### config.mk
export PLATFORM = sky130hd
export DESIGN_NAME = ptpa_cordic_cell
export DESIGN_NICKNAME = d
export VERILOG_FILES = /design/src/hdl/pan_tilt_pointing_angles_top_assert.svh /design/src/hdl/ptpa_pkg.sv /design/src/hdl/ptpa_cordic_cell.sv
export SDC_FILE = /design/constraint.sdc
export NUM_CORES = 1
export LEC_CHECK = 0
export ABC_CLOCK_PERIOD_IN_PS = 12700
export BUFFER_PORTS_ARGS = -buffer_cell sky130_fd_sc_hd__clkbuf_2
export CORE_ASPECT_RATIO = 0.8
export CORE_MARGIN = 2
export CORE_UTILIZATION = 34
export CTS_CLUSTER_DIAMETER = 150
export CTS_CLUSTER_SIZE = 40
export DETAILED_ROUTE_END_ITERATION = 10
export MAX_ROUTING_LAYER = met4
export PLACE_DENSITY_LB_ADDON = 0.08
export SLEW_MARGIN = 20
export SYNTH_ARGS = -nofsm -noshare
export SYNTH_HDL_FRONTEND = slang
export SYNTH_SLANG_ARGS = --single-unit
export TNS_END_PERCENT = 10
### constraint.sdc
create_clock -name clock -period 12.7 [get_ports clock]
set_input_delay 0.635 -clock clock [delete_from_list [all_inputs] [get_ports clock]]
set_output_delay 0.635 -clock clock [all_outputs]
set_load 0.03 [all_outputs]
### src/hdl/pan_tilt_pointing_angles_top_assert.svh
// Assertion macros for the pan/tilt pointing angle block.
// Used by pan_tilt_pointing_angles_top; needs clock and reset in scope.
`ifndef PAN_TILT_POINTING_ANGLES_TOP_ASSERT_SVH
`define PAN_TILT_POINTING_ANGLES_TOP_ASSERT_SVH

// same-cycle implication
`define PTPA_ASSERT_NOW(lbl, ante, cons) \
   lbl: assert property (@(posedge clock) disable iff (reset) (ante) |-> (cons)) \
      else $error("pointing angles check failed");

// next-cycle implication
`define PTPA_ASSERT_NEXT(lbl, ante, cons) \
   lbl: assert property (@(posedge clock) disable iff (reset) (ante) |=> (cons)) \
      else $error("pointing angles check failed");

`endif

### src/hdl/ptpa_pkg.sv
// Shared widths, pipeline payload types and arithmetic helpers
// for the pan/tilt pointing angle block. No dependencies.
package ptpa_pkg;

   localparam int RW  = 33;  // relative position
   localparam int NW  = 25;  // block-normalized position
   localparam int AW  = 17;  // rotated axis component
   localparam int PW  = 32;  // quaternion product
   localparam int FW  = 36;  // axis accumulation
   localparam int XW  = 34;  // cross product term
   localparam int MW  = 42;  // axis times position
   localparam int QW  = 50;  // position square
   localparam int DW  = 44;  // dot product
   localparam int DUW = 28;  // up projection at position scale
   localparam int R2W = 50;  // squared length
   localparam int D2W = 55;  // squared up projection
   localparam int SW  = 52;  // square root working width
   localparam int HW  = 26;  // square root result bits
   localparam int CW  = 46;  // rotator x/y
   localparam int ZW  = 34;  // angle accumulator, Q.29

   localparam logic signed [FW-1:0] Q28_ONE     = 36'sd268435456;
   localparam logic signed [ZW-1:0] HALF_PI_Q29 = 34'sd843314856;
   localparam logic signed [34:0]   PAN_LIM     = 35'sd25736;
   localparam logic signed [34:0]   TILT_LIM    = 35'sd12868;
   localparam logic signed [FW-1:0] AXIS_LIM    = 36'sd32768;

   typedef struct packed {
      logic                  valid;
      logic                  degen;
      logic [SW-1:0]         rem;
      logic [SW-1:0]         root;
      logic signed [DW-1:0]  df;
      logic signed [DW-1:0]  dl;
      logic signed [DUW-1:0] du;
   } sqrt_type;

   typedef struct packed {
      logic                 valid;
      logic                 degen;
      logic                 zero;
      logic signed [CW-1:0] x;
      logic signed [CW-1:0] y;
      logic signed [ZW-1:0] z;
   } cord_type;

   // round Q.28 to Q.14 and clamp
   function automatic logic signed [AW-1:0] to_q14(input logic signed [FW-1:0] v);
      logic signed [FW-1:0] t;
      t = (v + 36'sd8192) >>> 14;
      if (t > AXIS_LIM) t = AXIS_LIM;
      if (t < -AXIS_LIM) t = -AXIS_LIM;
      return AW'(t);
   endfunction

   function automatic logic signed [ZW-1:0] atan_q29(input int i);
      logic signed [ZW-1:0] a;
      unique case (i)
         0: a = 34'sd421657428;
         1: a = 34'sd248918915;
         2: a = 34'sd131521918;
         3: a = 34'sd66762579;
         4: a = 34'sd33510843;
         5: a = 34'sd16771758;
         6: a = 34'sd8387925;
         7: a = 34'sd4194219;
         8: a = 34'sd2097141;
         9: a = 34'sd1048575;
         default: a = (i < 30) ? (34'sd1 <<< (29 - i)) : '0;
      endcase
      return a;
   endfunction

   function automatic logic [5:0] lead_one(input logic [RW-1:0] m);
      logic [5:0] p;
      p = '0;
      for (int i = 0; i < RW; i++) begin
         if (m[i]) p = 6'(i);
      end
      return p;
   endfunction

   // fold the left half plane into the right one
   function automatic cord_type prerot(input logic v, input logic dg,
                                       input logic signed [CW-1:0] x,
                                       input logic signed [CW-1:0] y);
      cord_type c;
      c.valid = v;
      c.degen = dg;
      c.zero  = (x == '0) && (y == '0);
      c.x     = x;
      c.y     = y;
      c.z     = '0;
      if (x < 0) begin
         if (y >= 0) begin
            c.x = y;
            c.y = -x;
            c.z = HALF_PI_Q29;
         end else begin
            c.x = -y;
            c.y = x;
            c.z = -HALF_PI_Q29;
         end
      end
      return c;
   endfunction

   // Q.29 to Q3.13 with rounding, then clamp
   function automatic logic signed [15:0] round_angle(input logic signed [ZW-1:0] z,
                                                      input logic signed [34:0] lim);
      logic signed [34:0] t;
      t = (35'(z) + 35'sd32768) >>> 16;
      if (t > lim) t = lim;
      if (t < -lim) t = -lim;
      return 16'(t);
   endfunction

endpackage

### src/hdl/ptpa_cordic_cell.sv
// One micro-rotation of the vectoring CORDIC, driving y toward zero
// and accumulating the angle in Q.29. Uses ptpa_pkg.
module ptpa_cordic_cell
   import ptpa_pkg::*;
#(
   parameter int IDX = 0
)
(
   input  logic     clock,
   input  logic     reset,
   input  logic     en,
   input  cord_type d,
   output cord_type q
);

   localparam logic signed [ZW-1:0] ANG = atan_q29(IDX);

   cord_type             q_ff, q_in;
   logic signed [CW-1:0] dx, dy;

   assign dx = d.y >>> IDX;
   assign dy = d.x >>> IDX;

   always_comb begin
      q_in = d;
      if (d.y >= 0) begin
         q_in.x = d.x + dx;
         q_in.y = d.y - dy;
         q_in.z = d.z + ANG;
      end else begin
         q_in.x = d.x - dx;
         q_in.y = d.y + dy;
         q_in.z = d.z - ANG;
      end
   end

   always_ff @(posedge clock) begin
      if (reset) q_ff.valid <= 1'b0;
      else if (en) q_ff <= q_in;
   end

   assign q = q_ff;

endmodule

==> results of run 1 <==
-- stage by stage --
| step | total power [mW] | cells |
|---|---|---|
| after floorplan | 1.039 | 1590 |
| after global placement | 1.255 | 2316 |
| after detailed placement | 1.253 | 2316 |
| after CTS | 1.757 | 2348 |
| after global routing | 1.842 | 2348 |
| final | 1.748 | 2348 |
-- kinds of logic (layout without fill, tap and decap cells) --
logic type | after synthesis | in the layout | share of synthesized area, %
AOI/OAI and AO/OA | 549 | 549 | 26.88
and+or+nand+nor | 378 | 378 | 13.46
DFF | 128 | 128 | 28.53
buffers and inverters | 233 | 455 | 6.779
adders and majority gates | 152 | 152 | 14.32
xor gates and xnor gates | 123 | 123 | 8.018
muxes | 27 | 27 | 2.011
-- cells in the mapped netlist, types with 5 or more instances --
| library cell | number |
|---|---|
| a21oi_1 | 192 |
| inv_1 | 151 |
| ha_1 | 149 |
| nor2_1 | 137 |
| edfxtp_1 | 127 |
| xnor2_1 | 102 |
| o21ai_0 | 98 |
| nand2_1 | 75 |
| clkbuf_1 | 42 |
| o21bai_1 | 42 |
| nor3_1 | 35 |
| a21o_1 | 34 |
| mux2i_1 | 27 |
| nor2b_1 | 21 |
| xor2_1 | 21 |
| nand3_1 | 20 |
| o31ai_1 | 20 |
| nand4_1 | 18 |
| a211oi_1 | 17 |
| buf_2 | 17 |
| nor4_1 | 17 |
| a31oi_1 | 16 |
| nand2b_1 | 15 |
| o211ai_1 | 15 |
| buf_1 | 13 |
| or3_1 | 10 |
| o21a_1 | 9 |
| o21ai_1 | 7 |
| or2_2 | 7 |
| clkinv_1 | 6 |
| o31a_1 | 6 |
| a211oi_2 | 5 |
| a22oi_1 | 5 |
| a311o_1 | 5 |
| and3_1 | 5 |
| nor3b_1 | 5 |
| o221a_2 | 5 |
| o22ai_1 | 5 |
| o41ai_1 | 5 |
-- cell type report --
| class | instances | area [um^2] |
|---|---|---|
| repair buffers | 265 | 1341 |
| flip-flops and latches | 128 | 3834 |
| clock buffers | 18 | 429.2 |
| well taps | 536 | 670.6 |
| multi-input cells | 1229 | 8700 |
| clock inverters | 14 | 140.1 |
| fillers | 4078 | 23490 |
| inverters | 158 | 594.3 |
-- how the worst min path moves through the flow --
stage	slack, ps	start	to	depth (start not counted)
floorplan	630	q[128]$_SDFFE_PP0P_	q[128]$_SDFFE_PP0P_	2
global placement	490	q[128]$_SDFFE_PP0P_	q[128]$_SDFFE_PP0P_	2
detailed placement	490	q[128]$_SDFFE_PP0P_	q[128]$_SDFFE_PP0P_	2
CTS	340	d[1]	q[1]$_DFFE_PP_	1
global route	340	d[1]	q[1]$_DFFE_PP_	1
finish	370	d[1]	q[1]$_DFFE_PP_	1
-- metal layers --
layer	global-route usage (%)	wire length (um)	vias up
met5	-	0	-
met4	5.000	616	0
met3	5.615	3734	44
met2	32.77	19820	481
met1	34.59	23590	6146
li1	-	-	6163
-- power by group through the flow --
| stage | combinational (mW) | sequential [mW] | clock (mW) |
|---|---|---|---|
| 2_1_floorplan | 0.387 | 0.653 | 0 |
| 4_1_cts | 0.697 | 0.552 | 0.509 |
| 3_3_place_gp | 0.697 | 0.559 | 0 |
| 6_report | 0.704 | 0.551 | 0.494 |
| 3_5_place_dp | 0.693 | 0.560 | 0 |
| 5_1_grt | 0.760 | 0.555 | 0.526 |
==> impl_metrics.toml, run 1 <==
[setup_path]
cpMostUsedCell = "a21o_1"
r2r-end = "q[128]$_SDFFE_PP0P_"
rrSetupSlack_ps = 12100
crit_end = "q[31]$_DFFE_PP_"
path_max_fanout = 63
path_class = "in -> reg"
crit_buf_inv = 2
endpoint_kind = "flip-flop"
timing.rr.start = "q[128]$_SDFFE_PP0P_"
crit_path_start_kind = "primary input"
rr_worst_depth = 2
critPathRequiredTime_ps = 12910
crit_path_start = "d[79]"
cp_num_cells = 13
cp_top_family = "compound AO/OA/AOI/OAI gates"
cp_slowest_cell = "clkinv_2"
path_cells = "buf_4, clkinv_2, ha_1, a21oi_1, o21ai_0, a211oi_1, or3_1, o31ai_1, a21o_1, a21o_1, a31oi_1, mux2i_1, xnor2_1"
cp.arrival_ps = 4520
slowest_delay_ps = 640

[synthesis]
syn_area_per_cell_um2 = 8.451
async_reset_ff_share_pct = 0
synth-edff-count = 127
ys_ff_latch = 128
ys_top_cells_by_area = "edfxtp_1 (28%), ha_1 (14%), a21oi_1 (7.2%)"
synth.top_cell.area_share_pct = 28.38
syn-num-nets = 1874
synth_area_leader_cell = "edfxtp_1"
synth.distinct_cells = 86
ys_warn_count = 0
syn_area_um2 = 13440
syn_inst = 1590
ys_seq_area_share_pct = 28.53
yosys_most_used_dff = "edfxtp_1"

[clock_network]
clkSlewWorstSetupHoldPaths_ps = 70
cts_sinks = 128
h-tree-depth = 4
ctsResizeCount = 0
cts.hold.buffers_added = 0
insertion_delay_ps = 450
cts_setup_buffers = 0
cts_tree = "done"
cts_buffers = 17
clockRootBuffer = "clkbuf_16"
clockBufferDepth = 2

[final_layout]
drive_above_1_share_pct = 18.49
areaGrowthSynthToFinish_pct = 16.91
final_cell_area_um2 = 15710
largest_reg_flops = 128
n_antenna_cell = 0
fin_util_pct = 40.07
final_common_cell = "clkbuf_2"
final_cell_mix = "clkbuf_2 (259), a21oi_1 (192), inv_1 (150)"
fin_nets = 2083

[power]
p_seq_share_pct = 31.5
peakVddDrop_mv = 0.09854
pwr-share-clk_pct = 28.3
p_int_mw = 1.054
swShare_pct = 39.73
p_switching_mw = 0.6946
cellPowerDensity_nw_per_um2 = 111.3
p_leak_nw = 6.790
p_comb_share_pct = 40.2

[sta]
rsz0062_at_grt = "no"
tightest_slew_ps = 1076
setup_tns_ps = 0
finalMaxSlewViolations = 0
min_period_ps = 4308
holdWs_ps = 365.1
slew_headroom_pct = 28.16
finalSetupViolCount = 0
setup_ws_ps = 8392
fmax_mhz = 232.1
hold_viol_final = 0
skew_ps = 0
min_period_over_period_pct = 33.92

[placement]
gp_congestion = 0.9573
io_buffers = 260
dp_hpwl_mm = 38.05
placed_area_um2 = 15140
preCtsSetupSlack_ps = 7929

[detailed_routing]
drtIter0Drc = 1247
wl_per_cell_um = 20.34
num_vias = 12830
postRouteWirelength_mm = 47.76
dr.pass1.iters = 7
vias_per_cell = 5.466
ant_nets = 0
drc_errors = 0

[grt]
grt_pass1_wl_mm = 72.45
antenna_found_initial = 0
track_usage_pct = 23.68
grt_max_degree = 74
first_global_vias = 12240
overflow = 0

[floorplanning]
num_io_pins = 261
rows = 65
initial_core_util_pct = 34.28
die_area_um2 = 41140
dieWidth_um = 226.3
core_um2 = 39200
die-height_um = 181.8

[hold_path]
hp-class = "in -> reg"

[run_status]
status = "completed"

[run]
maxCapViolCount = 0
Note: power is estimated with default switching activity, not from simulation.
==> inputs of run 2 (changes only) <==
- ABC_CLOCK_PERIOD_IN_PS: 12700 -> 3700
- clock period: 12.7 -> 3.7 ns (I/O delays scaled with it)
==> impl_metrics.toml, run 2 (same netlist as run 1, synthesis figures left out) <==
[power]
p_total_mw = 6.105
cellPowerDensity_nw_per_um2 = 368.4
p_leak_nw = 7.326
peakVddDrop_mv = 0.3136

[floorplanning]
die_area_um2 = 41140
dieWidth_um = 226.3
rows = 65
die-height_um = 181.8
core_um2 = 39200
num_io_pins = 261
initial_core_util_pct = 34.28

[setup_path]
crit_path_start_kind = "primary input"
path_max_fanout = 12
rrSetupSlack_ps = 2570
timing.rr.start = "q[128]$_SDFFE_PP0P_"
endpoint_kind = "flip-flop"
critPathRequiredTime_ps = 3900
slowest_delay_ps = 480
cp_slowest_cell = "o21ai_1"
cp.arrival_ps = 3430
path_class = "in -> reg"
cpMostUsedCell = "a21oi_1"
rr_worst_depth = 3
crit_buf_inv = 4
r2r-end = "q[128]$_SDFFE_PP0P_"
path_cells = "clkbuf_2, inv_1, ha_1, buf_4, nand4_1, buf_4, or3_1, a21oi_1, o21ai_1, a32oi_1, a21oi_1, o21ai_1, a211oi_1, a21oi_1, xnor2_1"
cp_top_family = "compound AO/OA/AOI/OAI gates"

[grt]
track_usage_pct = 24.74
first_global_vias = 12520
overflow = 0
globalRouteMet3Util_pct = 4.919
antenna_found_initial = 0
grt_max_degree = 69
top_usage_layer = "met1"
use_met1_pct = 37.08
grt_pass1_wl_mm = 75.48
grt_use_met2_pct = 33.98

[final_layout]
areaGrowthSynthToFinish_pct = 23.34
fin_nets = 2194
final_cells = 2459
final_cell_area_um2 = 16570
fin_util_pct = 42.28
n_antenna_cell = 0
final_common_cell = "clkbuf_2"
largest_reg_flops = 128
drive_above_1_share_pct = 22.98
nFillCells = 4014
final_cell_mix = "clkbuf_2 (259), a21oi_1 (192), inv_1 (150)"

[sta]
tightest_slew_ps = 769.9
slew_headroom_pct = 47.35
finalSetupViolCount = 0
holdWs_ps = 35.14
finalMaxSlewViolations = 0
rsz0062_at_grt = "no"
hold_viol_final = 0
min_period_over_period_pct = 87.20
fmax_mhz = 310.0
min_period_ps = 3226
skew_ps = 0

[hold_path]
worstHoldStart = "d[33]"
hp-class = "in -> reg"
min_to = "q[33]$_DFFE_PP_"
min_path_cells = 2

[clock_network]
cts_tree = "done"
clockBufferDepth = 2
cts_buffers = 17
cts_setup_buffers = 0
cts_sinks = 128
h-tree-depth = 4
clkSlewWorstSetupHoldPaths_ps = 60
insertion_delay_ps = 450
clockRootBuffer = "clkbuf_16"
cts.hold.buffers_added = 7
ctsResizeCount = 0

[placement]
io_buffers = 260
placed_area_um2 = 15950
place_inst = 2420
dp_hpwl_mm = 40.57
gp_congestion = 0.9836

[detailed_routing]
ant_nets = 0
drc_errors = 0
postRouteWirelength_mm = 49.46
num_vias = 13210
vias_per_cell = 5.370
dr.pass1.iters = 6
wl_per_cell_um = 20.12
drtIter0Drc = 1334

[run_status]
status = "completed"

[run]
maxCapViolCount = 0
## run 2: cell types whose count changed in the layout (fill, tap and decap cells not counted), sizes merged
cell | before | now
buf | 6 | 110
dlygate4sd3 | 0 | 7
clkinvlp | 2 | 4
clkbuf | 277 | 278
clkinv | 15 | 13
bufinv | 2 | 1
## run 2: how the worst max path moves through the flow
| stage | depth (start not counted) | startpoint | to |
|---|---|---|---|
| 2_1_floorplan | 17 | d[79] | q[26]$_DFFE_PP_ |
| 3_3_place_gp | 13 | d[40] | q[73]$_DFFE_PP_ |
| 3_5_place_dp | 15 | d[49] | q[74]$_DFFE_PP_ |
| 4_1_cts | 15 | d[49] | q[74]$_DFFE_PP_ |
| 5_1_grt | 14 | d[34] | q[74]$_DFFE_PP_ |
| 6_report | 15 | d[49] | q[74]$_DFFE_PP_ |
## run 2: layout make-up
class | count | area [um^2] | area share [%]
multi-input combinational | 1229 | 8700 | 52.49
sequential | 128 | 3834 | 23.13
timing repair buffer | 376 | 2217 | 13.38
tap | 536 | 670.6 | 4.047
inverter | 158 | 594.3 | 3.586
clock buffer | 19 | 442.9 | 2.673
clock inverter | 13 | 115.1 | 0.6945
## run 2: power by group
group          leakage, nW  total (mW)  switching, mW  internal, mW
clock network        0.266        1.63          0.690         0.939
logic                 5.86        2.58           1.66         0.922
registers             1.20        1.90         0.0571          1.84
## run 2: stage by stage
step                setup TNS [ps]  setup WS (ps)
global placement                 0          144.8
global route                     0          268.6
CTS                              0          578.6
finish                           0          473.8
detailed placement               0          79.97
floorplan                   -676.5         -215.6
## run 2: metal layers
layer	vias up	routed length, um
li1	6381	-
met1	6241	24700
met2	548	20390
met3	36	3845
met4	0	530
met5	-	0
==> inputs of run 3 (changes only) <==
--- a/config.mk
+++ b/config.mk
@@ -7,3 +7,3 @@
 export LEC_CHECK = 0
-export ABC_CLOCK_PERIOD_IN_PS = 3700
+export ABC_AREA = 1
 export BUFFER_PORTS_ARGS = -buffer_cell sky130_fd_sc_hd__clkbuf_2
--- a/constraint.sdc
+++ b/constraint.sdc
@@ -3,2 +3,2 @@
 set_output_delay 0.185 -clock clock [all_outputs]
-set_load 0.03 [all_outputs]
+set_load 0.1 [all_outputs]
==> impl_metrics.toml, run 3 <==
[run_status]
status = "completed"

[placement]
dp_hpwl_mm = 76.65
io_buffers = 260
place_inst = 4185
gp_congestion = 1.090

[synthesis]
syn-num-nets = 3531
syn_area_per_cell_um2 = 5.661
ys_ff_latch = 128
ys_seq_area_share_pct = 20.86
synth.top_cell.area_share_pct = 25.63
synth_area_leader_cell = "nand2_1"
ys_warn_count = 0
yosys_most_used_dff = "edfxtp_1"
syn_inst = 3247
async_reset_ff_share_pct = 0
synth-edff-count = 127
synth_most_common_cell = "nand2_1"
synth.distinct_cells = 48
ys_top_cells_by_area = "nand2_1 (26%), edfxtp_1 (21%), inv_1 (14%)"
synth_common_cells = "nand2_1 (1255), inv_1 (662), nand3_1 (292)"
syn_area_um2 = 18380

[sta]
rsz0062_at_grt = "no"
skew_ps = 0
fmax_mhz = 308.3
tightest_slew_ps = 841.6
finalMaxSlewViolations = 0
min_period_over_period_pct = 87.66
holdWs_ps = 62.37
slew_headroom_pct = 43.89
hold_viol_final = 0
finalSetupViolCount = 0
min_period_ps = 3243

[detailed_routing]
wl_per_cell_um = 20.91
vias_per_cell = 5.110
ant_nets = 0
postRouteWirelength_mm = 88.28
num_vias = 21570
dr.pass1.iters = 5
drc_errors = 0
drtIter0Drc = 2461

[clock_network]
insertion_delay_ps = 490
cts_tree = "done"
h-tree-depth = 4
clockBufferDepth = 2
cts_setup_buffers = 0
cts_sinks = 128
cts_buffers = 17
clockRootBuffer = "clkbuf_16"
clkSlewWorstSetupHoldPaths_ps = 60

[floorplanning]
die_area_um2 = 55950
dieWidth_um = 264.0
rows = 76
initial_core_util_pct = 34.27
die-height_um = 212.0
num_io_pins = 261
core_um2 = 53630

[grt]
grt_pass1_wl_mm = 125.9
track_usage_pct = 31.96
first_global_vias = 19470
grt_max_degree = 59
overflow = 0
antenna_found_initial = 1

[setup_path]
crit_path_start_kind = "primary input"
timing.rr.start = "q[128]$_SDFFE_PP0P_"
critPathRequiredTime_ps = 4000
path_class = "in -> reg"
endpoint_kind = "flip-flop"
cp.arrival_ps = 3540
path_max_fanout = 6
crit_path_start = "d[80]"

[final_layout]
n_antenna_cell = 0
final_common_cell = "nand2_1"
final_cells = 4222
final_cell_mix = "nand2_1 (1255), inv_1 (661), nand3_1 (292)"
fin_nets = 3793
largest_reg_flops = 128
areaGrowthSynthToFinish_pct = 15.33
drive_above_1_share_pct = 10.60

[power]
cellPowerDensity_nw_per_um2 = 360.8
p_leak_nw = 12.18
peakVddDrop_mv = 0.3265

[hold_path]
hp-class = "in -> reg"
worstHoldStart = "d[125]"

[run]
maxCapViolCount = 0
## run 3: area by class of cell
type                    count  area, um^2
clock buffers              17       425.4
clock inverters            13       162.7
fillers                  6039       32430
inverters                 665        2499
multi-input cells        2388       11690
flip-flops and latches    128        3834
well taps                 702       878.3
repair buffers            309        1714
## run 3: worst paths after layout
path              slack, ps  cells after the start             endpoint
setup / recovery        460                     11      q[96]$_DFFE_PP_
hold / removal           60                      3     q[125]$_DFFE_PP_
setup reg to reg       2580                      3  q[128]$_SDFFE_PP0P_
hold reg to reg        1030                      3  q[128]$_SDFFE_PP0P_
## run 3: critical path: stages
cell      delay [ps]
clkbuf_2         110
inv_1             50
ha_1             340
fa_1             540
inv_1            380
nand2_1          150
nand3_1          340
a21oi_1          620
o21ai_0          320
xor2_1           220
o21ai_0          270
## run 3: repair_timing
item	in CTS	in global routing
endpoints found under the hold margin	6	0
resized for setup	0	0
hold buffers	7	0
## run 3: cell families after synthesis
family | share of synthesized area, %
fa+ha+maj | 10.47
simple gates | 42.38
xor+xnor | 2.042
flops | 20.86
compound gates | 8.639
buf+inv | 15.61
## run 3: where the power goes
group | switching (mW) | internal (mW) | total [mW]
clock network | 0.769 | 1.05 | 1.82
logic | 3.11 | 0.871 | 3.98
registers | 0.0448 | 1.80 | 1.85
total | 3.93 | 3.72 | 7.65
## run 3: stage by stage
| step | worst slack, ps | power (mW) | instance area (um^2) | TNS (ps) | util (%) |
|---|---|---|---|---|---|
| after floorplan | 1106 | 4.573 | 18390 | 0 | - |
| after global placement | -107.8 | 5.755 | 20540 | -135.0 | 38.30 |
| after detailed placement | -49.63 | 5.756 | 20540 | -49.63 | 38.30 |
| after CTS | 471.9 | 7.610 | 21200 | 0 | 39.53 |
| after global routing | 321.7 | 8.015 | 21200 | 0 | 39.53 |
| final | 456.7 | 7.648 | 21200 | 0 | 39.53 |
## run 3: per-layer routing
layer | global-route usage, % | up-vias | part of all wire, %
met5 | - | - | 0
met4 | 6.426 | 0 | 1.5
met3 | 6.560 | 71 | 9.7
met2 | 43.04 | 1015 | 39
met1 | 48.22 | 9981 | 50
li1 | - | 10510 | -
