$ cat src/hdl/pan_tilt_pointing_angles_top_assert.svh
// Assertion macros for the pan/tilt pointing angle block.
// Used by pan_tilt_pointing_angles_top; needs clock and reset in scope.
`ifndef PAN_TILT_POINTING_ANGLES_TOP_ASSERT_SVH
`define PAN_TILT_POINTING_ANGLES_TOP_ASSERT_SVH

// same-cycle implication
`define PTPA_ASSERT_NOW(lbl, ante, cons) \
   lbl: assert property (@(posedge clock) disable iff (reset) (ante) |-> (cons)) \
      else $error("pointing angles check failed");

// next-cycle implication
`define PTPA_ASSERT_NEXT(lbl, ante, cons) \
   lbl: assert property (@(posedge clock) disable iff (reset) (ante) |=> (cons)) \
      else $error("pointing angles check failed");

`endif

$ cat src/hdl/ptpa_pkg.sv
// Shared widths, pipeline payload types and arithmetic helpers
// for the pan/tilt pointing angle block. No dependencies.
package ptpa_pkg;

   localparam int RW  = 33;  // relative position
   localparam int NW  = 25;  // block-normalized position
   localparam int AW  = 17;  // rotated axis component
   localparam int PW  = 32;  // quaternion product
   localparam int FW  = 36;  // axis accumulation
   localparam int XW  = 34;  // cross product term
   localparam int MW  = 42;  // axis times position
   localparam int QW  = 50;  // position square
   localparam int DW  = 44;  // dot product
   localparam int DUW = 28;  // up projection at position scale
   localparam int R2W = 50;  // squared length
   localparam int D2W = 55;  // squared up projection
   localparam int SW  = 52;  // square root working width
   localparam int HW  = 26;  // square root result bits
   localparam int CW  = 46;  // rotator x/y
   localparam int ZW  = 34;  // angle accumulator, Q.29

   localparam logic signed [FW-1:0] Q28_ONE     = 36'sd268435456;
   localparam logic signed [ZW-1:0] HALF_PI_Q29 = 34'sd843314856;
   localparam logic signed [34:0]   PAN_LIM     = 35'sd25736;
   localparam logic signed [34:0]   TILT_LIM    = 35'sd12868;
   localparam logic signed [FW-1:0] AXIS_LIM    = 36'sd32768;

   typedef struct packed {
      logic                  valid;
      logic                  degen;
      logic [SW-1:0]         rem;
      logic [SW-1:0]         root;
      logic signed [DW-1:0]  df;
      logic signed [DW-1:0]  dl;
      logic signed [DUW-1:0] du;
   } sqrt_type;

   typedef struct packed {
      logic                 valid;
      logic                 degen;
      logic                 zero;
      logic signed [CW-1:0] x;
      logic signed [CW-1:0] y;
      logic signed [ZW-1:0] z;
   } cord_type;

   // round Q.28 to Q.14 and clamp
   function automatic logic signed [AW-1:0] to_q14(input logic signed [FW-1:0] v);
      logic signed [FW-1:0] t;
      t = (v + 36'sd8192) >>> 14;
      if (t > AXIS_LIM) t = AXIS_LIM;
      if (t < -AXIS_LIM) t = -AXIS_LIM;
      return AW'(t);
   endfunction

   function automatic logic signed [ZW-1:0] atan_q29(input int i);
      logic signed [ZW-1:0] a;
      unique case (i)
         0: a = 34'sd421657428;
         1: a = 34'sd248918915;
         2: a = 34'sd131521918;
         3: a = 34'sd66762579;
         4: a = 34'sd33510843;
         5: a = 34'sd16771758;
         6: a = 34'sd8387925;
         7: a = 34'sd4194219;
         8: a = 34'sd2097141;
         9: a = 34'sd1048575;
         default: a = (i < 30) ? (34'sd1 <<< (29 - i)) : '0;
      endcase
      return a;
   endfunction

   function automatic logic [5:0] lead_one(input logic [RW-1:0] m);
      logic [5:0] p;
      p = '0;
      for (int i = 0; i < RW; i++) begin
         if (m[i]) p = 6'(i);
      end
      return p;
   endfunction

   // fold the left half plane into the right one
   function automatic cord_type prerot(input logic v, input logic dg,
                                       input logic signed [CW-1:0] x,
                                       input logic signed [CW-1:0] y);
      cord_type c;
      c.valid = v;
      c.degen = dg;
      c.zero  = (x == '0) && (y == '0);
      c.x     = x;
      c.y     = y;
      c.z     = '0;
      if (x < 0) begin
         if (y >= 0) begin
            c.x = y;
            c.y = -x;
            c.z = HALF_PI_Q29;
         end else begin
            c.x = -y;
            c.y = x;
            c.z = -HALF_PI_Q29;
         end
      end
      return c;
   endfunction

   // Q.29 to Q3.13 with rounding, then clamp
   function automatic logic signed [15:0] round_angle(input logic signed [ZW-1:0] z,
                                                      input logic signed [34:0] lim);
      logic signed [34:0] t;
      t = (35'(z) + 35'sd32768) >>> 16;
      if (t > lim) t = lim;
      if (t < -lim) t = -lim;
      return 16'(t);
   endfunction

endpackage

$ cat src/hdl/ptpa_sqrt_cell.sv
// One digit step of the pipelined integer square root; carries the
// dot products alongside. Uses ptpa_pkg.
module ptpa_sqrt_cell
   import ptpa_pkg::*;
#(
   parameter int STEP = 0
)
(
   input  logic     clock,
   input  logic     reset,
   input  logic     en,
   input  sqrt_type d,
   output sqrt_type q
);

   localparam logic [SW-1:0] BIT = SW'(1) << (2 * STEP);

   sqrt_type      q_ff, q_in;
   logic [SW-1:0] trial;

   assign trial = d.root + BIT;

   always_comb begin
      q_in = d;
      if (d.rem >= trial) begin
         q_in.rem  = d.rem - trial;
         q_in.root = (d.root >> 1) + BIT;
      end else begin
         q_in.root = d.root >> 1;
      end
   end

   always_ff @(posedge clock) begin
      if (reset) q_ff.valid <= 1'b0;
      else if (en) q_ff <= q_in;
   end

   assign q = q_ff;

endmodule

$ cat config.mk
export PLATFORM = sky130hd
export DESIGN_NAME = ptpa_sqrt_cell
export DESIGN_NICKNAME = d
export VERILOG_FILES = /design/src/hdl/pan_tilt_pointing_angles_top_assert.svh /design/src/hdl/ptpa_pkg.sv /design/src/hdl/ptpa_sqrt_cell.sv
export SDC_FILE = /design/constraint.sdc
export NUM_CORES = 1
export LEC_CHECK = 0
export BUFFER_PORTS_ARGS = -buffer_cell sky130_fd_sc_hd__buf_2
export CAP_MARGIN = 0
export CORE_AREA = 8 8 169 171
export DETAILED_ROUTE_END_ITERATION = 6
export DIE_AREA = 0 0 177 179
export GPL_TIMING_DRIVEN = 0
export PLACE_DENSITY = 0.74
export SLEW_MARGIN = 20
export SYNTH_ARGS = -nofsm -noshare
export SYNTH_HDL_FRONTEND = slang
export SYNTH_SLANG_ARGS = --single-unit
$ cat constraint.sdc
create_clock -name clock -period 15.2 [get_ports clock]
set_input_delay 0.76 -clock clock [delete_from_list [all_inputs] [get_ports clock]]
set_output_delay 0.76 -clock clock [all_outputs]
set_load 0.03 [all_outputs]
==> results.md, run 1 <==
- The flow ran to the end, and the final reports show no timing, DRC or antenna violations.
- After filler insertion, the fill cell instance count of the layout stands at 2131.
- For this block, the via count after detailed routing is 10.64k.
- Based on the critical path, the design can be clocked at up to 153.6 MHz.
- In this run the static leakage power is 0.006330 µW.
- From synthesis to final layout, the design area changed by 30.56%.
- The placed instances occupy a cell area of 0.01482 mm².
- STA classifies the critical path startpoint as an input port.
- The first-pass iteration count of the detailed router is 7.
- The total number of placement rows is 59.
- The number of different library cells used by synthesis comes to 56.
- The flip-flop count of the largest register after layout is 222.
- The number of setup buffers added after CTS is 0.
- Data arrives at the worst endpoint at 6850 ps.
- The tool flagged a number of max-cap violations equal to 0.
- The area taken by flip-flops and latches is 0.006656 mm².
- The depth of the CTS H-tree is 1.
- The iteration-0 DRC count of the detailed router is 915.
- The number of remaining DRC errors is 0.
- The final wirelength is 45170 µm.
- The worst slack at placement is 8283 ps.
- The worst hold slack after final layout is 412.8 ps.
- Global routing used 26.82% of the available tracks across all layers.
- The maximum fanout along the worst path is 8.
- The sequential cell area fraction in the yosys report is 55.46%.
- The number of top-level pins is 447.
- No sink is reached through more buffers than the 3 on the longest clock path.
- The min-delay analysis places its worst path in the category input port to flop.
- The post-synthesis average cell area is 10.98 µm².
- IR analysis of the VDD net gives a maximum drop of 98.58 µV.
- In the synthesized netlist, the cells that appear most often are 221 x sky130_fd_sc_hd__edfxtp_1, 161 x sky130_fd_sc_hd__nand2_1, 87 x sky130_fd_sc_hd__xnor2_1, 80 x sky130_fd_sc_hd__o21ai_0, 72 x sky130_fd_sc_hd__a21oi_1.
- The tree is rooted in a sky130_fd_sc_hd__clkbuf_16.
- The initial antenna violation count is 14.
- The clock net sink count is 222.
- In the synthesized netlist, the number of instances is 1093.
- In this run, post-CTS repair resized a total of 0 instances.
- The type of the worst setup path is input port to flop.
- At the pin with the least slew margin, the transition time is 1025 ps.
- Dividing the detail-routed via count by the number of cells gives 5.518.
- The starting utilization of the core area is 46.59%.
- After routing the design area is 0.01567 mm².
- The global-route wire length before repair is 63710 µm.
- Counting the buffers created by CTS gives 24.
- For this design the ratio of total power to cell area is 111.6 mW/mm².
- Of all cell types, the one taking the most synthesized area is sky130_fd_sc_hd__edfxtp_1.
- The worst path uses 42.83% of the clock period.
- For this run, the number of Yosys warnings is 0.
- Setup repair after global routing left no endpoint under its margin.
- The synthesized design contains 221 enable-type register cells.
- For this run, the post-layout net count is 1843.
- The total of hold buffers inserted after clock tree synthesis is 0.
- Summed over all nets, the half-perimeter wirelength after detailed placement is 36750 µm.
- Between clock sinks in the finished design, the worst skew comes to 0 ps.
- The proportion of register bits with asynchronous set or reset after synthesis is 0%.
- After layout, the minimum clock period comes to 6510 ps.
- TritonCTS built the clock tree.
- The relative slew slack is 31.07%.
- Counting every net in the synthesized netlist gives 1373.
- The via count of the first global-routing pass is 10.62k.
- The clock transition at the registers of the reported paths is 70 ps.
- The area share of the largest cell type after synthesis is 55.29%.
- sky130_fd_sc_hd__edfxtp_1 is the most common cell in the netlist.
- The required time at the worst-slack endpoint is 15540 ps.
- The die is 179 µm tall.
- The proportion of layout cells with a drive suffix above 1 is 31.94%.
- The clock latency on the worst-skew pair is 510 ps.
- The final antenna-violating net count is 0.
- The number of input and output port buffers inserted is 435.
- The maximum number of pins on one net before global-route repair is 29.
- Measured along the x axis, the die boundary spans 177 µm.
- The final max-slew violation count is 0.
- In this run, synthesis produced a sequential element count of 222.
- By area the synthesized netlist is led by sky130_fd_sc_hd__edfxtp_1 55%, sky130_fd_sc_hd__xnor2_1 6.3%, sky130_fd_sc_hd__ha_1 5.6%.
- The hold violation total from the final report is 0.
- The synthesized netlist occupies a cell area of 0.01200 mm².
- STA classifies the critical path endpoint as a flop.
- Cells fill 60.83% of the core in the end.
- Setup slack closes at 8690 ps.
- The commonest register cell after synthesis is sky130_fd_sc_hd__edfxtp_1.
- The congestion estimate from routability-driven global placement came to 0.9896.
- The total die area is 0.03168 mm².
- The footprint of the multi-input gates is 0.005097 mm².
- Dividing the detail-routed wire length by the instance count gives 23.43 µm.
- The core outline area is 0.02576 mm².
- The total congestion overflow after global routing is 0.
- The final count of negative-setup-slack endpoints is 0.
==> power by group <==
group          switching [µW]  total, µW  internal, µW  leakage, µW
Sequential               10.9        741           730      0.00207
Combinational             282        414           132      0.00386
Clock                     244        594           350     0.000393
Total                     536       1750          1210      0.00633
==> worst max-delay path, stage by stage <==
cell and delay [ps]:
sky130_fd_sc_hd__buf_2 150, sky130_fd_sc_hd__ha_1 230, sky130_fd_sc_hd__and3_1 210, sky130_fd_sc_hd__and3_1 220
sky130_fd_sc_hd__and3_1 210, sky130_fd_sc_hd__and3_1 280, sky130_fd_sc_hd__nand2_1 260, sky130_fd_sc_hd__nor2_1 460
sky130_fd_sc_hd__nand3_1 150, sky130_fd_sc_hd__xor2_1 190, sky130_fd_sc_hd__ha_1 280, sky130_fd_sc_hd__clkbuf_1 310
sky130_fd_sc_hd__nand2_1 170, sky130_fd_sc_hd__nor3_1 240, sky130_fd_sc_hd__and2_1 170, sky130_fd_sc_hd__nor3b_1 440
sky130_fd_sc_hd__o2111ai_1 310, sky130_fd_sc_hd__a211oi_1 420, sky130_fd_sc_hd__a21oi_1 180, sky130_fd_sc_hd__o21ai_0 680
sky130_fd_sc_hd__a2111oi_0 240, sky130_fd_sc_hd__nor3b_1 300
==> per-layer routing <==
| metal | GRT usage (%) | part of all wire [%] | vias to the layer above |
|---|---|---|---|
| met5 | 0 | 0.16 | - |
| met4 | 11.59 | 4.0 | 12 |
| met3 | 8.151 | 10 | 98 |
| met2 | 46.10 | 49 | 520 |
| met1 | 30.51 | 37 | 5023 |
| li1 | - | - | 4985 |
==> logic make-up (layout without fill, tap and decap cells) <==
family,after synthesis,in the layout,synth area share [%]
and+or+nand+nor,373,373,14.31
AOI/OAI and AO/OA,230,230,11.51
DFF,222,222,55.46
xor gates and xnor gates,146,146,10.65
buffers and inverters,66,554,2.189
adders and majority gates,55,55,5.796
muxes,1,1,0.08340
other,0,12,0
==> stage by stage <==
stage                     setup TNS [ps]  cells  total power (µW)
after detailed placement               0   1872              1164
final                                  0   1928              1749
after floorplan                        0   1093              1022
after CTS                              0   1916              1763
after global routing                   0   1922              1817
after global placement            -486.1   1863              1167
==> path summary, 6_finish.rpt <==
check	startpoint	endpoint	slack, ps	cells after the start
worst max-delay path	d[117]	q[214]	8690	22
worst min-delay path	d[8]	q[8]	410	1
worst max register to register	q[221]	q[221]	14600	2
worst min register to register	q[221]	q[221]	510	2
==> layout make-up <==
type                    instances  area share, %
well taps                     335          2.675
clock buffers                  31          4.327
multi-input cells             805          32.53
clock inverters                13         0.8463
inverters                      26         0.6228
repair buffers                444          15.28
plain buffers                  40          1.054
flip-flops and latches        222          42.47
diodes                         12         0.1916
==> layout by cell type (no fill, tap or decap), drive strengths merged, types with 8 or more instances in the layout <==
| cell | netlist | routed |
|---|---|---|
| a21oi | 72 | 72 |
| nand4 | 36 | 36 |
| nand2 | 161 | 161 |
| ha | 54 | 54 |
| nor3 | 20 | 20 |
| o21bai | 16 | 16 |
| a31oi | 8 | 8 |
| xor2 | 59 | 59 |
| nand3 | 42 | 42 |
| clkinv | 0 | 9 |
| diode | 0 | 12 |
| inv | 26 | 26 |
| and3 | 11 | 11 |
| nor4 | 11 | 11 |
| o21ai | 83 | 83 |
| clkbuf | 28 | 59 |
| nor2 | 64 | 64 |
| edfxtp | 221 | 221 |
| a21o | 19 | 19 |
| xnor2 | 87 | 87 |
| buf | 12 | 456 |
Note: power is estimated with default switching activity, not from simulation.
==> inputs of run 2 (changes only) <==
ABC_AREA = 1   (was unset)
CORE_AREA = 8 8 178 197   (was 8 8 169 171)
DIE_AREA = 0 0 186 205   (was 0 0 177 179)
PLACE_DENSITY = 0.75   (was 0.74)
clock period = 5.94 ns   (was 15.2 ns; I/O delays follow)
==> run 2 against run 1 <==
- critical path depth shrank 2
- hold slack lost 290 ps
- register-to-register slack lost 9900 ps
- area after synthesis grew 25%
- sequential share of layout area shrank 9.1 points
- worst setup slack lost 7800 ps
- first-iteration DRC count grew 41%
- global-route usage grew 8.9 points
- wire length grew 56%
- flip-flop and latch count is the same
- critical path type unchanged
==> results.md, run 2 <==
- The internal power consumption is 3300 µW (was 1213 µW).
- The via count of the first global-routing pass is 15.65k (was 10.62k).
- The type of the worst setup path is input port to flop (unchanged).
- The total of cells resized after clock tree synthesis is 0 (unchanged).
- The required time at the worst-slack endpoint was 6160 ps (was 15540 ps).
- The post-layout net count is 2797 (was 1843).
- The total power consumption of the routed design is 4968 µW (was 1749 µW).
- The floorplan die width is 186 µm (was 177 µm).
- The cell type contributing the most total cell area after synthesis was sky130_fd_sc_hd__edfxtp_1 (unchanged).
- The reported max-cap violation count came to 0 (unchanged).
- The share of total power in combinational logic is 28.8% (was 23.7%).
- The vertical extent of the die is 205 µm (was 179 µm).
- The flip-flop count of the largest register after layout is 222 (unchanged).
- The worst endpoint data arrival time is 5260 ps (was 6850 ps).
- The power per cell area came to 248.9 mW/mm² (was 111.6 mW/mm²).
- The area share of the largest cell type after synthesis came to 44.21% (was 55.29%).
- The final standard cell utilization of the core is 62.83% (was 60.83%).
- The initial antenna violation count is 8 (was 14).
- The TritonCTS clock tree was yes (unchanged).
- In the finished design, the share of the clock period the worst path needs comes to 84.81%.
- The worst clock skew is 0 ps (unchanged).
- The first-pass iteration count of the detailed router is 5 (was 7).
- The number of top-level pins is 447 (unchanged).
- The starting utilization of the core area was 47.24% (was 46.59%).
- The core outline area came to 0.03177 mm² (was 0.02576 mm²).
- The number of instances in the placed design is 2799 (was 1872).
- The commonest register cell after synthesis is sky130_fd_sc_hd__edfxtp_1 (unchanged).
- The hold violation total from the final report came to 0 (unchanged).
- The number of nets produced by synthesis came to 2204 (was 1373).
- The final max-slew violation count is 0 (unchanged).
- Top post-synthesis cells by area: sky130_fd_sc_hd__edfxtp_1 44%, sky130_fd_sc_hd__nand2_1 16%, sky130_fd_sc_hd__inv_1 8.6% (was sky130_fd_sc_hd__edfxtp_1 55%, sky130_fd_sc_hd__xnor2_1 6.3%, sky130_fd_sc_hd__ha_1 5.6%).
- The clock transition at the registers of the reported paths is 60 ps (was 70 ps).
- The global-route wire length before repair is 98800 µm (was 63710 µm).
- The worst IR drop on VDD is 211.8 µV (was 98.58 µV).
- The number of remaining DRC errors was 0 (unchanged).
- The total congestion overflow after global routing is 0 (unchanged).
- The cell count after synthesis is 1924 (was 1093).
- The post-detailed-placement half-perimeter wirelength came to 55520 µm (was 36750 µm).
- The depth of the CTS H-tree was 1 (unchanged).
- The post-synthesis instance area is 0.01501 mm² (was 0.01200 mm²).
- The non-filler instance count after layout is 2968 (was 1928).
- The maximum fanout along the worst path is 10 (was 8).
- The standby leakage power is 0.009753 µW (was 0.006330 µW).
- The sequential cell area fraction in the yosys report was 44.35% (was 55.46%).
- The average detailed-routed wire length per instance was 23.76 µm (was 23.43 µm).
- The worst-case register-to-register setup slack is 4730 ps (was 14600 ps).
- The number of warnings issued by yosys was 0 (unchanged).
- The number of synthesized flops with an enable pin is 221 (unchanged).
- The maximum number of pins on one net before global-route repair is 31 (was 29).
- The post-route setup TNS came to 0 ps (unchanged).
- The most common cell in the synthesized netlist is sky130_fd_sc_hd__nand2_1 (was sky130_fd_sc_hd__edfxtp_1).
- The clock root buffer is sky130_fd_sc_hd__clkbuf_16 (unchanged).
- The relative slew slack is 48.96% (was 31.07%).
- The TritonCTS buffer count is 23 (was 24).
- The total die area is 0.03813 mm² (was 0.03168 mm²).
- The net switching power of the design is 1668 µW (was 536.5 µW).
- The total of fill cells in the finished design is 2754 (was 2131).
- The count of different cell masters after synthesis was 44 (was 56).
- The iteration-0 DRC count of the detailed router came to 1286 (was 915).
- The type of destination of the critical path is a flop (unchanged).
- The sequential group share of total power is 38.9% (was 42.4%).
- List of most frequent post-synthesis cells: 641 x sky130_fd_sc_hd__nand2_1, 342 x sky130_fd_sc_hd__inv_1, 221 x sky130_fd_sc_hd__edfxtp_1, 130 x sky130_fd_sc_hd__nor2_1, 119 x sky130_fd_sc_hd__xor2_1 (was 221 x sky130_fd_sc_hd__edfxtp_1, 161 x sky130_fd_sc_hd__nand2_1, 87 x sky130_fd_sc_hd__xnor2_1, 80 x sky130_fd_sc_hd__o21ai_0, 72 x sky130_fd_sc_hd__a21oi_1).
- RSZ-0062 raised after global routing: false (unchanged).
- The worst path needs 5038 ps of the cycle, external delays included.
- The total number of placement rows is 69 (was 59).
- The clock share of power came to 32.4% (was 33.9%).
- The total number of vias is 15.69k (was 10.64k).
- The final wirelength is 70520 µm (was 45170 µm).
- The final antenna-violating net count is 0 (unchanged).
- The transition time at the pin with the least slew margin is 757.6 ps (was 1025 ps).
- The clock latency on the worst-skew pair was 520 ps (was 510 ps).
- The clock net sink count is 222 (unchanged).
- The number of register bits inferred by synthesis is 222 (unchanged).
- The synthesis-to-finish area growth is 32.99% (was 30.56%).
- The placer congestion estimate is 0.9812 (was 0.9896).
- The final worst slack was 902.0 ps (was 8690 ps).
- The proportion of layout cells with a drive suffix above 1 is 21.88% (was 31.94%).
- The type of origin of the critical path is an input port (unchanged).
- The path type of the worst min-delay path is input port to flop (unchanged).
- The setup fix buffers added after clock tree synthesis came to 0 (unchanged).
- The all-layer global routing usage was 35.76% (was 26.82%).
- The switching portion of total power is 33.57% (was 30.67%).
- The number of input and output port buffers inserted came to 441 (was 435).
- The timing-limited maximum frequency is 198.5 MHz.
- Most frequent cells in the layout: 641 x sky130_fd_sc_hd__nand2_1, 448 x sky130_fd_sc_hd__buf_2, 342 x sky130_fd_sc_hd__inv_1 (was 441 x sky130_fd_sc_hd__buf_2, 221 x sky130_fd_sc_hd__edfxtp_1, 161 x sky130_fd_sc_hd__nand2_1).
- The routed via count divided by cell count is 5.285 (was 5.518).
- The final count of negative-setup-slack endpoints was 0 (unchanged).
- The commonest non-fill, non-tap cell in the layout is sky130_fd_sc_hd__nand2_1 (was sky130_fd_sc_hd__buf_2).
- The post-synthesis average cell area came to 7.801 µm² (was 10.98 µm²).
- The worst slack at placement is 744.7 ps (was 8283 ps).
- The maximum count of clock buffers along a single path is 3 (unchanged).
- Outcome: completed (unchanged).
- The proportion of register bits with asynchronous set or reset after synthesis came to 0% (unchanged).
-- run 2: cells by family (layout without fill, tap and decap cells) --
logic type,after synthesis,count (layout),share of synthesized area [%]
AO/OA/AOI/OAI,120,120,4.176
XOR/XNOR,122,122,7.119
adder cells (fa/ha/maj),55,55,4.635
buffers and inverters,385,993,10.40
flip-flops,222,222,44.35
other,0,10,0
AND/OR/NAND/NOR,1020,1020,29.32
-- run 2: layout make-up --
| class | count | area (µm²) | area share (%) |
|---|---|---|---|
| antenna | 10 | 25.02 | 0.1254 |
| buffer | 33 | 240.2 | 1.203 |
| clock buffer | 25 | 583.1 | 2.921 |
| clock inverter | 15 | 230.2 | 1.153 |
| inverter | 352 | 1321 | 6.619 |
| multi-input combinational | 1317 | 6799 | 34.06 |
| sequential | 222 | 6656 | 33.35 |
| tap | 426 | 533.0 | 2.670 |
| timing repair buffer | 568 | 3573 | 17.90 |
-- run 2: timing repair --
action | CTS | global route
hold buffers | 119 | 0
setup endpoints to repair | 0 | 0
endpoints found under the hold margin | 118 | 0
-- run 2: path summary, 6_finish.rpt --
kind,startpoint,to,cells past startpoint
worst max-delay path,d[117],q[141],20
worst min-delay path,d[176],q[176],3
worst max register to register,q[221],q[221],3
worst min register to register,q[221],q[221],3
-- run 2: per-layer routing --
layer | vias to the layer above | global-route usage, % | wire length (µm)
met5 | - | 0 | 0
met1 | 7317 | 39.80 | 25180
met3 | 200 | 5.357 | 5625
li1 | 7351 | - | -
met4 | 0 | 21.48 | 4535
met2 | 819 | 63.53 | 35180
-- run 2: stage by stage --
step | hold WS, ps | instance area (µm²)
floorplan | 366.1 | 15020
global placement | 443.4 | 17760
detailed placement | 475.2 | 17930
CTS | 101.0 | 19940
global route | 142.5 | 19960
finish | 126.2 | 19960
-- run 2: power by group through the flow --
stage	clock [µW]	combinational [µW]	sequential (µW)
2_1_floorplan	0	573	2210
3_3_place_gp	0	1310	1960
3_5_place_dp	0	1330	1950
4_1_cts	1600	1400	1920
5_1_grt	1660	1530	1940
6_report	1610	1430	1930
-- run 2: worst max-delay path, stage by stage --
cell                       delay (ps)
sky130_fd_sc_hd__buf_2            230
sky130_fd_sc_hd__ha_1             230
sky130_fd_sc_hd__nand2_1           80
sky130_fd_sc_hd__nor2_2           190
sky130_fd_sc_hd__nand2_2          140
sky130_fd_sc_hd__nor2_2           340
sky130_fd_sc_hd__inv_2             90
sky130_fd_sc_hd__nor2_2           260
sky130_fd_sc_hd__nand3_2          180
sky130_fd_sc_hd__nor2_1           330
sky130_fd_sc_hd__xor2_1           480
sky130_fd_sc_hd__ha_1             390
sky130_fd_sc_hd__nand2_1          170
sky130_fd_sc_hd__o21ai_0          150
sky130_fd_sc_hd__a21oi_1          200
sky130_fd_sc_hd__nand2_1           90
sky130_fd_sc_hd__a21oi_2          200
sky130_fd_sc_hd__nand3_4          230
sky130_fd_sc_hd__clkbuf_1         290
sky130_fd_sc_hd__o21ai_0          660
==> inputs of run 3 (changes only) <==
ABC_AREA = 0   (was 1)
CORE_AREA = 8 8 165 183   (was 8 8 178 197)
DIE_AREA = 0 0 173 191   (was 0 0 186 205)
PLACE_DENSITY = 0.74   (was 0.75)
clock period = 4.2 ns   (was 5.94 ns; I/O delays follow)
==> run 3 against run 2 <==
- highest routed layer is now met5
- sequential power up 39%
- hold slack lost 120 ps
- global-route usage fell by 5.1 points
- via count down 23%
- non-clock buffer count increased by 82
- wire length is 24% lower
- count of clock-buffer cells in the layout up 6
- cell count decreased by 27%
==> results.md, run 3 (synthesis results as in run 1) <==
- The time the final worst path needs with I/O delays and setup is 4171 ps.
- The final max-slew violation count was 0 (unchanged).
- The final standard cell utilization of the core is 67.55% (was 62.83%).
- The final wirelength is 53270 µm (was 70520 µm).
- The depth of the worst register-to-register path is 3 (unchanged).
- The switching portion of total power is 31.86% (was 33.57%).
- The core outline area is 0.02723 mm² (was 0.03177 mm²).
- The end of the worst register-to-register path is q[221] (unchanged).
- The share of total power in combinational logic is 27.6% (was 28.8%).
- The iteration-0 DRC count of the detailed router is 972 (was 1286).
- The number of input and output port buffers inserted is 435 (was 441).
- The synthesis-to-finish area growth is 53.23% (was 32.99%).
- The maximum number of pins on one net before global-route repair is 32 (was 31).
- The final antenna-violating net count is 0 (unchanged).
- The routed via count divided by cell count is 5.594 (was 5.285).
- The post-detailed-placement half-perimeter wirelength was 38560 µm (was 55520 µm).
- The path type of the worst min-delay path was input port to flop (unchanged).
- The number of instances in the placed design is 1899 (was 2799).
- The final count of negative-setup-slack endpoints is 0 (unchanged).
- The net switching power of the design is 2085 µW (was 1668 µW).
- The area taken by flip-flops and latches was 0.006656 mm² (unchanged).
- The final critical-path share of the clock period is 99.31%.
- The worst clock skew is 0 ps (unchanged).
- The vertical extent of the die was 191 µm (was 205 µm).
- The total die area is 0.03304 mm² (was 0.03813 mm²).
- The worst flop-to-flop path startpoint is q[221] (unchanged).
- The total number of placement rows was 64 (was 69).
- The flip-flop count of the largest register after layout is 222 (unchanged).
- The floorplan die width was 173 µm (was 186 µm).
- Outcome: completed (unchanged).
- The total congestion overflow after global routing is 0 (unchanged).
- The total of fill cells in the finished design came to 2083 (was 2754).
- The proportion of layout cells with a drive suffix above 1 was 39.29% (was 21.88%).
- The clock root buffer is sky130_fd_sc_hd__clkbuf_16 (unchanged).
- The end point of the most critical hold path is q[117] (was q[176]).
- The depth of the CTS H-tree came to 1 (unchanged).
- The clock transition at the registers of the reported paths is 60 ps (about the same).
- Most frequent cells in the layout: 434 x sky130_fd_sc_hd__buf_2, 221 x sky130_fd_sc_hd__edfxtp_1, 146 x sky130_fd_sc_hd__nand2_1 (was 641 x sky130_fd_sc_hd__nand2_1, 448 x sky130_fd_sc_hd__buf_2, 342 x sky130_fd_sc_hd__inv_1).
- The average detailed-routed wire length per instance was 24.74 µm (was 23.76 µm).
- The number of top-level pins is 447 (unchanged).
- The TritonCTS buffer count is 24 (was 23).
- The footprint of the multi-input gates was 0.005871 mm² (was 0.006799 mm²).
- The hold violation total from the final report is 0 (unchanged).
- The required time at the worst-slack endpoint is 4460 ps (was 6160 ps).
- The first-pass iteration count of the detailed router is 5 (unchanged).
- The maximum fanout along the worst path is 7 (was 10).
- The via count of the first global-routing pass is 12.46k (was 15.65k).
- The sequential group share of total power is 41.1% (was 38.9%).
- The total power consumption of the routed design is 6544 µW (was 4968 µW).
- The starting utilization of the core area was 44.09% (was 47.24%).
- The power per cell area was 355.8 mW/mm² (was 248.9 mW/mm²).
- The maximum count of clock buffers along a single path is 3 (unchanged).
- The commonest non-fill, non-tap cell in the layout is sky130_fd_sc_hd__buf_2 (was sky130_fd_sc_hd__nand2_1).
- The type of the worst setup path is input port to flop (unchanged).
- The placer congestion estimate is 0.9448 (was 0.9812).
- The worst hold slack after final layout is 11.04 ps (was 126.2 ps).
- Derived from the worst setup path, the maximum achievable clock frequency is 239.7 MHz.
- The depth of the worst hold-timing path is 3 (unchanged).
- The clock latency on the worst-skew pair came to 520 ps (about the same).
- The reported max-cap violation count was 0 (unchanged).
- RSZ-0062 raised after global routing: true (was false).
- The total number of vias came to 12.04k (was 15.69k).
- The non-filler instance count after layout came to 2153 (was 2968).
- The TritonCTS clock tree is yes (unchanged).
- The transition time at the pin with the least slew margin is 739.9 ps (was 757.6 ps).
- The clock share of power was 31.2% (was 32.4%).
- The worst-case register-to-register setup slack is 2980 ps (was 4730 ps).
- The global-route wire length before repair came to 77420 µm (was 98800 µm).
- The all-layer global routing usage came to 30.64% (was 35.76%).
- The worst endpoint data arrival time is 4430 ps (was 5260 ps).
- The number of remaining DRC errors is 0 (unchanged).
- The relative slew slack is 50.67% (was 48.96%).
- The initial antenna violation count came to 11 (was 8).
- The internal power consumption is 4459 µW (was 3300 µW).
- The hold path startpoint is d[118] (was d[176]).
- The clock net sink count is 222 (unchanged).
- The type of destination of the critical path is a flop (unchanged).
- The post-route setup TNS is 0 ps (unchanged).
- The standby leakage power is 0.007480 µW (was 0.009753 µW).
- The post-layout net count is 2042 (was 2797).
- The worst IR drop on VDD came to 274.1 µV (was 211.8 µV).
- The type of origin of the critical path is an input port (unchanged).
## run 3: changes by cell type in the layout (fill, tap and decap cells not counted), moves of 29 or more
cell	change
sky130_fd_sc_hd__nand3_1	-54
sky130_fd_sc_hd__a21oi_1	+29
sky130_fd_sc_hd__nor2_1	-84
sky130_fd_sc_hd__xor2_1	-66
sky130_fd_sc_hd__nand2_1	-495
sky130_fd_sc_hd__nand4_1	-31
sky130_fd_sc_hd__inv_1	-317
sky130_fd_sc_hd__xnor2_1	+81
sky130_fd_sc_hd__buf_4	+67
## run 3: worst max-delay path, stage by stage
cell,delay [ps]
sky130_fd_sc_hd__buf_8,100
sky130_fd_sc_hd__ha_4,140
sky130_fd_sc_hd__and3_4,200
sky130_fd_sc_hd__and3_4,190
sky130_fd_sc_hd__and3_4,190
sky130_fd_sc_hd__and3_4,270
sky130_fd_sc_hd__nand2_8,110
sky130_fd_sc_hd__nor2_4,140
sky130_fd_sc_hd__nand2_2,140
sky130_fd_sc_hd__xor2_2,340
sky130_fd_sc_hd__ha_4,260
sky130_fd_sc_hd__buf_4,150
sky130_fd_sc_hd__buf_4,130
sky130_fd_sc_hd__a21o_1,140
sky130_fd_sc_hd__a21o_1,170
sky130_fd_sc_hd__a21oi_1,140
sky130_fd_sc_hd__o31a_1,310
sky130_fd_sc_hd__a211oi_4,120
sky130_fd_sc_hd__a21oi_2,260
sky130_fd_sc_hd__o21ai_4,130
sky130_fd_sc_hd__a2111oi_1,430
sky130_fd_sc_hd__nor3_1,120
## run 3: layout make-up
class | instances | area share, %
buffer | 30 | 0.8980
sequential | 222 | 36.19
tap | 363 | 2.470
inverter | 26 | 0.5306
clock inverter | 12 | 0.5238
clock buffer | 31 | 3.524
antenna | 11 | 0.1497
multi-input combinational | 805 | 31.92
timing repair buffer | 653 | 23.79
## run 3: through the flow
step	setup slack, ps	cell area (µm²)
floorplan	-24.13	12040
global placement	-1723	14670
detailed placement	-1833	14850
CTS	3.663	18000
global route	-79.62	18380
finish	28.98	18390
## run 3: routing by layer
layer	global-route usage, %	vias to the layer above	wire length [µm]
li1	-	5366	-
met4	17.79	2	3461
met2	53.65	697	26020
met1	33.28	5822	19260
met3	8.218	156	4515
met5	0	-	13
## run 3: worst max path at each step
stage	depth (start not counted)	startpoint	end
after floorplan	21	d[117]	q[157]
after detailed placement	20	d[117]	q[158]
after CTS	22	d[117]	q[145]
after global placement	20	d[117]	q[158]
after global routing	23	d[136]	q[145]
final	22	d[118]	q[218]
## run 3: power groups by stage
stage,registers (µW),logic [µW],clock network (µW)
floorplan,3080,599,0
global placement,2740,1470,0
detailed placement,2730,1500,0
CTS,2680,1740,2050
global route,2710,1910,2160
finish,2690,1810,2040
## run 3: repair_timing
| action | in CTS | in global routing |
|---|---|---|
| endpoints found under the hold margin | 136 | 1 |
| endpoints found under the setup margin | 104 | 86 |
| pin swaps | 42 | 34 |
| setup buffers | 51 | 22 |
| hold buffers | 137 | 1 |
| gates cloned | 2 | 0 |
| resized for setup | 133 | 69 |
